## config.mk

```make
export PLATFORM = sky130hd
export DESIGN_NAME = qrci_ctrl
export DESIGN_NICKNAME = d
export VERILOG_FILES = /design/src/rtl/qrci_pkg.sv /design/src/rtl/qrci_ctrl.sv
export SDC_FILE = /design/constraint.sdc
export NUM_CORES = 1
export LEC_CHECK = 0
export ABC_AREA = 1
export BUFFER_PORTS_ARGS = -buffer_cell sky130_fd_sc_hd__clkbuf_2
export CELL_PAD_IN_SITES_DETAIL_PLACEMENT = 0
export CELL_PAD_IN_SITES_GLOBAL_PLACEMENT = 1
export CORE_AREA = 3 3 40 42
export CTS_CLUSTER_DIAMETER = 30
export DETAILED_ROUTE_END_ITERATION = 12
export DIE_AREA = 0 0 43 45
export PLACE_DENSITY = 0.6
export SYNTH_ARGS = -nofsm -noshare
export SYNTH_HDL_FRONTEND = slang
export SYNTH_SLANG_ARGS = --single-unit
```

## constraint.sdc

```tcl
create_clock -name clk -period 0.92 [get_ports clk]
set_input_delay 0.046 -clock clk [delete_from_list [all_inputs] [get_ports clk]]
set_output_delay 0.046 -clock clk [all_outputs]
set_load 0.1 [all_outputs]
```

## src/rtl/qrci_pkg.sv

```systemverilog
// Shared constants, register codes and controller/datapath structs for the codeword interleaver.
`timescale 1ns / 1ps
package qrci_pkg;

	localparam int STORE_DEPTH = 4096;
	localparam int MAX_BLOCKS  = 128;

	localparam int ADDR_W   = $clog2(STORE_DEPTH);
	localparam int CNT_W    = $clog2(STORE_DEPTH + 1);
	localparam int CW_W     = 8;
	localparam int BLK_W    = 7;
	localparam int LEN_W    = 8;
	localparam int EC_W     = 6;
	localparam int NB_W     = 8;
	localparam int PROD_W   = 15;
	localparam int TOT_W    = 17;
	localparam int IDX_W    = 3;
	localparam int SETTLE_W = 2;

	localparam logic [SETTLE_W-1:0] SETTLE_CYCLES = 2'd3;
	localparam logic [NB_W:0]       MAX_BLOCKS_V  = (NB_W + 1)'(MAX_BLOCKS);
	localparam logic [TOT_W-1:0]    STORE_DEPTH_V = TOT_W'(STORE_DEPTH);

	// register indexes
	localparam logic [IDX_W-1:0] REG_G1_BLOCKS   = 3'd0;
	localparam logic [IDX_W-1:0] REG_G1_LEN      = 3'd1;
	localparam logic [IDX_W-1:0] REG_G2_BLOCKS   = 3'd2;
	localparam logic [IDX_W-1:0] REG_G2_LEN      = 3'd3;
	localparam logic [IDX_W-1:0] REG_EC_PER_BLK  = 3'd4;

	// register reset values
	localparam logic [BLK_W-1:0] G1_BLOCKS_RST = 7'd1;
	localparam logic [LEN_W-1:0] G1_LEN_RST    = 8'd19;
	localparam logic [BLK_W-1:0] G2_BLOCKS_RST = 7'd0;
	localparam logic [LEN_W-1:0] G2_LEN_RST    = 8'd0;
	localparam logic [EC_W-1:0]  EC_PER_BLK_RST = 6'd7;

	// transaction modes
	localparam logic MODE_LOAD  = 1'b0;
	localparam logic MODE_FETCH = 1'b1;

	typedef struct packed {
		logic load_wr;
		logic fault_out;
		logic seek_step;
		logic issue;
		logic emit;
	} dp_cmd_t;

	typedef struct packed {
		logic usable;
		logic load_full;
		logic load_ready;
		logic at_valid;
		logic out_busy;
		logic settled;
	} dp_sts_t;

endpackage

```

## src/rtl/qrci_ctrl.sv

```systemverilog
// Controller: accepts transactions and sequences the seek, store read and result hand-off.
`timescale 1ns / 1ps
module qrci_ctrl (
	input  logic              clk,
	input  logic              arst_n,
	input  logic              in_valid,
	input  logic              in_mode,
	output logic              in_ready,
	input  qrci_pkg::dp_sts_t sts,
	output qrci_pkg::dp_cmd_t cmd
);
	import qrci_pkg::*;

	localparam logic [1:0] ST_IDLE = 2'd0;
	localparam logic [1:0] ST_SEEK = 2'd1;
	localparam logic [1:0] ST_EMIT = 2'd2;

	logic [1:0] state_q;
	logic [1:0] state_d;

	always_comb begin
		cmd      = '0;
		state_d  = state_q;
		in_ready = 1'b0;
		case (state_q)
			ST_IDLE: begin
				in_ready = sts.settled && !sts.out_busy;
				if (in_valid && in_ready) begin
					if (!sts.usable) begin
						cmd.fault_out = 1'b1;
					end else if (in_mode == MODE_LOAD) begin
						if (sts.load_full) begin
							cmd.fault_out = 1'b1;
						end else begin
							cmd.load_wr = 1'b1;
						end
					end else if (!sts.load_ready) begin
						cmd.fault_out = 1'b1;
					end else begin
						state_d = ST_SEEK;
					end
				end
			end
			ST_SEEK: begin
				// advance one step per cycle until the pointer lands on a real codeword
				if (sts.at_valid) begin
					cmd.issue = 1'b1;
					state_d   = ST_EMIT;
				end else begin
					cmd.seek_step = 1'b1;
				end
			end
			ST_EMIT: begin
				if (!sts.out_busy) begin
					cmd.emit = 1'b1;
					state_d  = ST_IDLE;
				end
			end
			default: state_d = ST_IDLE;
		endcase
	end

	always_ff @(posedge clk or negedge arst_n) begin
		if (!arst_n) begin
			state_q <= ST_IDLE;
		end else begin
			state_q <= state_d;
		end
	end
endmodule

```

==> results.sh, run 1 <==
export IMPL_fill_cells=127
export IMPL_grt_usage=0.0726
export IMPL_nets=69
export IMPL_postRouteAntennaNets=0
export IMPL_grt_pass1_vias=284
export IMPL_first_iter_violations=1
export IMPL_stdcell_count=72
export IMPL_failed_checks="setup timing"
export IMPL_leakage_nw=0.244
export IMPL_period_needed_ns=1.28
export IMPL_hold_class="primary input to async pin"
export IMPL_clkTransAtPathRegs_ns=0.03
export IMPL_post_route_period_util=1.39
export IMPL_final_cell_mix="clkbuf_2, nand2_1, buf_12"
export IMPL_clock_skew_ns=0.000140
export IMPL_slew_limit_headroom=0.855
export IMPL_ios=16
export IMPL_gp_congestion=0.673
export IMPL_cts_buffer_depth=2
export IMPL_slew_violations=0
export IMPL_post_drt_wl_per_cell_um=8.04
export IMPL_ys_warn_count=0
export IMPL_antenna_found_initial=0
export IMPL_r2r_start="state_q[1]$_DFFE_PN0P_"
export IMPL_finalSetupViolations=7
export IMPL_coreArea_mm2=0.00128
export IMPL_cts_htree_levels=1
export IMPL_fin_hold_ws_ns=0.142
export IMPL_worst_slew_pin_slew_ns=0.217
export IMPL_total_power_mw=0.480
export IMPL_worstSetupStartpointType="flop"
export IMPL_portBuffers=15
export IMPL_ff2ff_path_depth=8
export IMPL_vias_per_cell=3.89
export IMPL_path_class="flop to primary output"
export IMPL_dr_pass1_iters=2
export IMPL_met1_length_um=229
export IMPL_std_cell_rows=13
export IMPL_seq_area_um2=50.0
export IMPL_synthesis_area_um2=191
export IMPL_r2r_slack_ns=-0.21
export IMPL_power_per_cell_area_mw_per_mm2=941
export IMPL_place_hpwl_um=440
export IMPL_max_vdd_ir_drop_v=0.000446
export IMPL_wl_met3_um=69
export IMPL_rsz0062_at_grt="yes"
export IMPL_wl_met2_um=262
export IMPL_cp_data_required_time_ns=0.87
export IMPL_final_common_cell="clkbuf_2"
export IMPL_die_x_um=43
export IMPL_grt_overflow_total=0
export IMPL_die_area_mm2=0.00194
export IMPL_setup_slack_ns=-0.363
export IMPL_numCtsBuffers=3
export IMPL_ys_seq_elements=2
export IMPL_multi_input_area_um2=156
export IMPL_chipHeight_um=45
export IMPL_dpl_cell_count=67
export IMPL_max_freq_mhz=780
export IMPL_syn_area_per_cell_um2=5.80
export IMPL_drive_gt1_frac=0.632
export IMPL_area_delta_synth_final_pct=167
export IMPL_r2r_end="state_q[0]$_DFFE_PN0P_"
export IMPL_cts_tree="built"
export IMPL_reg_top3="state_q x2"
export IMPL_cp_max_fo=3
export IMPL_syn_nets=43
export IMPL_drc=0
export IMPL_synth_cell_types=12
export IMPL_vias=280
export IMPL_syn_inst=33
export IMPL_worstSetupEndpointType="primary output"
export IMPL_highest_layer="met4"
export IMPL_floorplan_initialDensity=0.149
export IMPL_top_register="state_q"
export IMPL_cts_num_sinks=2
export IMPL_drv_cap=0
export IMPL_grt_pass1_wl_um=993
export IMPL_wl_um=579
export IMPL_finalHoldViolations=0
export IMPL_yosysSeqAreaShare=0.261
export IMPL_run_status="complete, but fails checks"
export IMPL_clk_latency_ns=0.22
export IMPL_n_antenna_cell=0
export IMPL_root_buffer="clkbuf_4"
export IMPL_worstPathArrival_ns=1.24
export IMPL_largest_register_ffs=2
export IMPL_grt_max_degree=5
==> metal layers <==
metal,track usage,vias to the layer above
met2,0.111,17
met5,0,-
met3,0.0199,2
li1,-,148
met4,0.0904,0
met1,0.0726,113
==> cells in the mapped netlist <==
cell type  instances  area share
nand2_1            9        0.18
nor2_2             1       0.033
nand4_1            1       0.033
nor3_1             2       0.052
nor2_1             4       0.078
nand3_1            2       0.052
dfrtp_1            2        0.26
o21ai_0            1       0.026
nand3_2            1       0.052
inv_1              8        0.16
nor2_4             1       0.059
inv_2              1       0.020
==> layout make-up <==
class / count / area share
Clock buffer: 3 / 0.0441
Timing Repair Buffer: 21 / 0.424
Inverter: 9 / 0.0907
Multi-Input combinational cell: 22 / 0.306
Tap cell: 15 / 0.0368
Sequential cell: 2 / 0.0980
==> stage by stage <==
| stage | area (um^2) | setup TNS [ns] | worst slack [ns] | util |
|---|---|---|---|---|
| final | 510 | -2.10 | -0.363 | 0.397 |
| after global routing | 510 | -2.61 | -0.455 | 0.397 |
| after CTS | 500 | -2.23 | -0.389 | 0.389 |
| after detailed placement | 442 | -0.850 | -0.177 | 0.344 |
| after global placement | 442 | -0.856 | -0.173 | 0.344 |
| after floorplan | 228 | -2.68 | -0.799 | - |
==> worst max-delay path by stage <==
stage                        end  cells past startpoint                    from  slack (ns)
after floorplan           cmd[3]                      5  state_q[0]$_DFFE_PN0P_       -0.80
after global placement    cmd[3]                      6  state_q[0]$_DFFE_PN0P_       -0.17
after detailed placement  cmd[3]                      6  state_q[0]$_DFFE_PN0P_       -0.18
after CTS                 cmd[3]                      6  state_q[1]$_DFFE_PN0P_       -0.39
after global routing      cmd[3]                      6  state_q[1]$_DFFE_PN0P_       -0.46
final                     cmd[3]                      6  state_q[1]$_DFFE_PN0P_       -0.36
==> logic make-up (layout without fill, tap and decap cells) <==
| family | count (synthesis) | after routing | synth area share |
|---|---|---|---|
| flip-flops | 2 | 2 | 0.261 |
| AO/OA/AOI/OAI | 1 | 1 | 0.0261 |
| buffers and inverters | 9 | 33 | 0.176 |
| AND/OR/NAND/NOR | 21 | 21 | 0.536 |
==> where the power goes <==
group / internal (mW) / total (mW) / switching (mW)
combinational: 0.0740 / 0.191 / 0.117
sequential: 0.0916 / 0.0937 / 0.00209
clock: 0.144 / 0.195 / 0.0513
==> worst max-delay path, cell delays in order (launching register included) <==
cell and delay [ns]:
dfrtp_1 0.37, nor2_2 0.14, inv_2 0.08, nor2_4 0.09
nand3_2 0.08, clkinvlp_4 0.09, buf_12 0.16
==> timing repair <==
item | CTS | global route
hold buffers | 1 | 0
endpoints found under the setup margin | 8 | 8
gates resized for setup | 5 | 3
pin swaps | 5 | 1
buffers inserted | 1 | 0
endpoints found under the hold margin | 2 | 0
Power figures use the tool's default switching activity.
==> run 2: changes to the inputs <==
Settings changed: CAP_MARGIN from default to 20, SETUP_SLACK_MARGIN from default to 0.2.
==> run 2 against run 1 <==
Effect of this change:
- the run still ends with setup timing left
- global-route usage shrank 0.17 points
- via count decreased by 0.36%
- maximum frequency about the same
- register-to-register slack better by 0.11 ns
- routed wire length shrank 2.2%
- combinational power increased by 6%
- sequential power barely moved
- sequential cell count did not move
- clock power hardly changed
- cell area up 2.5%
- highest routed layer is now met3
==> results.sh, run 2 (synthesis results as in run 1) <==
export IMPL_dpl_worst_slack_ns=-0.181
export IMPL_n_antenna_cell=0
export IMPL_slew_violations=0
export IMPL_r2r_end="state_q[0]$_DFFE_PN0P_"
export IMPL_worstSetupEndpointType="primary output"
export IMPL_cts_tree="built"
export IMPL_grt_pass1_vias=255
export IMPL_power_per_cell_area_mw_per_mm2=932
export IMPL_dpl_cell_count=67
export IMPL_drc=0
export IMPL_clkTransAtPathRegs_ns=0.03
export IMPL_drv_cap=0
export IMPL_wl_met2_um=268
export IMPL_final_common_cell="clkbuf_2"
export IMPL_floorplan_initialDensity=0.149
export IMPL_slew_limit_headroom=0.863
export IMPL_wl_um=566
export IMPL_r2r_start="state_q[1]$_DFFE_PN0P_"
export IMPL_final_cell_mix="clkbuf_2, nand2_1, buf_12"
export IMPL_leakage_nw=0.246
export IMPL_grt_max_degree=5
export IMPL_rsz0062_at_grt="yes"
export IMPL_cpMaxStageDelayCell="dfrtp_1"
export IMPL_nets=69
export IMPL_setup_slack_ns=-0.363
export IMPL_fill_cells=142
export IMPL_finalHoldViolations=0
export IMPL_max_vdd_ir_drop_v=0.000502
export IMPL_path_class="flop to primary output"
export IMPL_chipHeight_um=45
export IMPL_vias=279
export IMPL_final_util=0.407
export IMPL_top_register="state_q"
export IMPL_drive_gt1_frac=0.667
export IMPL_reg_top3="state_q x2"
export IMPL_std_cell_rows=13
export IMPL_dr_pass1_iters=3
export IMPL_place_hpwl_um=486
export IMPL_stdcell_count=72
export IMPL_wl_met3_um=56
export IMPL_post_drt_wl_per_cell_um=7.86
export IMPL_grt_pass1_wl_um=972
export IMPL_failed_checks="setup timing"
export IMPL_run_status="complete, but fails checks"
export IMPL_endpoint="cmd[3]"
export IMPL_finalSetupViolations=7
export IMPL_grt_usage=0.0708
export IMPL_total_power_mw=0.488
export IMPL_portBuffers=15
export IMPL_clock_skew_ns=0.000954
export IMPL_multi_input_area_um2=169
export IMPL_cts_buffer_depth=2
export IMPL_coreArea_mm2=0.00128
export IMPL_antenna_found_initial=0
export IMPL_post_route_period_util=1.39
export IMPL_cp_max_fo=3
export IMPL_r2r_slack_ns=-0.10
export IMPL_grt_overflow_total=0
export IMPL_worstSetupStartpointType="flop"
export IMPL_cts_htree_levels=1
export IMPL_cts_num_sinks=2
export IMPL_path_cells="nor2_2 > inv_2 > nor2_4 > nand3_2 > clkinvlp_4 > buf_12"
export IMPL_ff2ff_path_depth=7
export IMPL_worstPathArrival_ns=1.24
export IMPL_ios=16
export IMPL_cp_data_required_time_ns=0.87
export IMPL_highest_layer="met3"
export IMPL_period_needed_ns=1.28
export IMPL_postRouteAntennaNets=0
export IMPL_met1_length_um=241
export IMPL_gp_congestion=0.702
export IMPL_clk_latency_ns=0.22
export IMPL_worst_slew_pin_slew_ns=0.205
export IMPL_hold_class="primary input to flop"
export IMPL_vias_per_cell=3.88
export IMPL_first_iter_violations=1
export IMPL_seq_area_um2=50.0
export IMPL_max_freq_mhz=780
export IMPL_root_buffer="clkbuf_4"
export IMPL_cp_startpoint="state_q[0]$_DFFE_PN0P_"
export IMPL_area_delta_synth_final_pct=173
export IMPL_numCtsBuffers=3
export IMPL_largest_register_ffs=2
export IMPL_setup_tns_ns=-2.02
export IMPL_die_x_um=43
export IMPL_die_area_mm2=0.00194
export IMPL_max_stage_delay_ns=0.37
-- run 2: routing by layer --
| layer | global-route usage | up-vias |
|---|---|---|
| met5 | 0 | - |
| met2 | 0.108 | 11 |
| met4 | 0.0723 | 0 |
| met3 | 0.0279 | 0 |
| li1 | - | 155 |
| met1 | 0.0725 | 113 |
-- run 2: repair_timing --
item | in CTS | in global routing
hold buffers | 1 | 0
pin swaps | 6 | 1
hold endpoints to repair | 2 | 0
setup buffers | 1 | 0
endpoints found under the setup margin | 8 | 8
gates resized for setup | 7 | 3
-- run 2: worst min path at each step --
stage	cells past startpoint	endpoint	slack [ns]	from
2_1_floorplan	0	state_q[0]$_DFFE_PN0P_	-0.25	arst_n
3_3_place_gp	1	state_q[0]$_DFFE_PN0P_	-0.17	arst_n
3_5_place_dp	1	state_q[0]$_DFFE_PN0P_	-0.17	arst_n
4_1_cts	2	state_q[0]$_DFFE_PN0P_	0.13	arst_n
5_1_grt	2	state_q[1]$_DFFE_PN0P_	0.13	arst_n
6_report	3	state_q[1]$_DFFE_PN0P_	0.13	sts[1]
-- run 2: power by group --
part	total, mW	switching [mW]	internal (mW)
clock network	0.192	0.0483	0.144
registers	0.0934	0.00186	0.0916
logic	0.202	0.121	0.0812
total	0.488	0.171	0.317
-- run 2: layout make-up --
cell class | count | share of cell area
clock buffers | 3 | 0.0431
inverters | 9 | 0.0885
multi-input cells | 22 | 0.323
flip-flops and latches | 2 | 0.0957
well taps | 15 | 0.0359
repair buffers | 21 | 0.414
-- run 2: stage by stage --
stage                     cell area (um^2)  hold slack (ns)
final                                  523            0.131
after global routing                   523            0.135
after CTS                              509            0.129
after detailed placement               442           -0.166
after global placement                 442           -0.166
after floorplan                        228           -0.250
-- run 2: worst max-delay path, delay by kind of cell (launching register included) --
kind / cells / cell delay, ns
simple gates: 3 / 0.30
flops: 1 / 0.37
buf+inv: 3 / 0.33
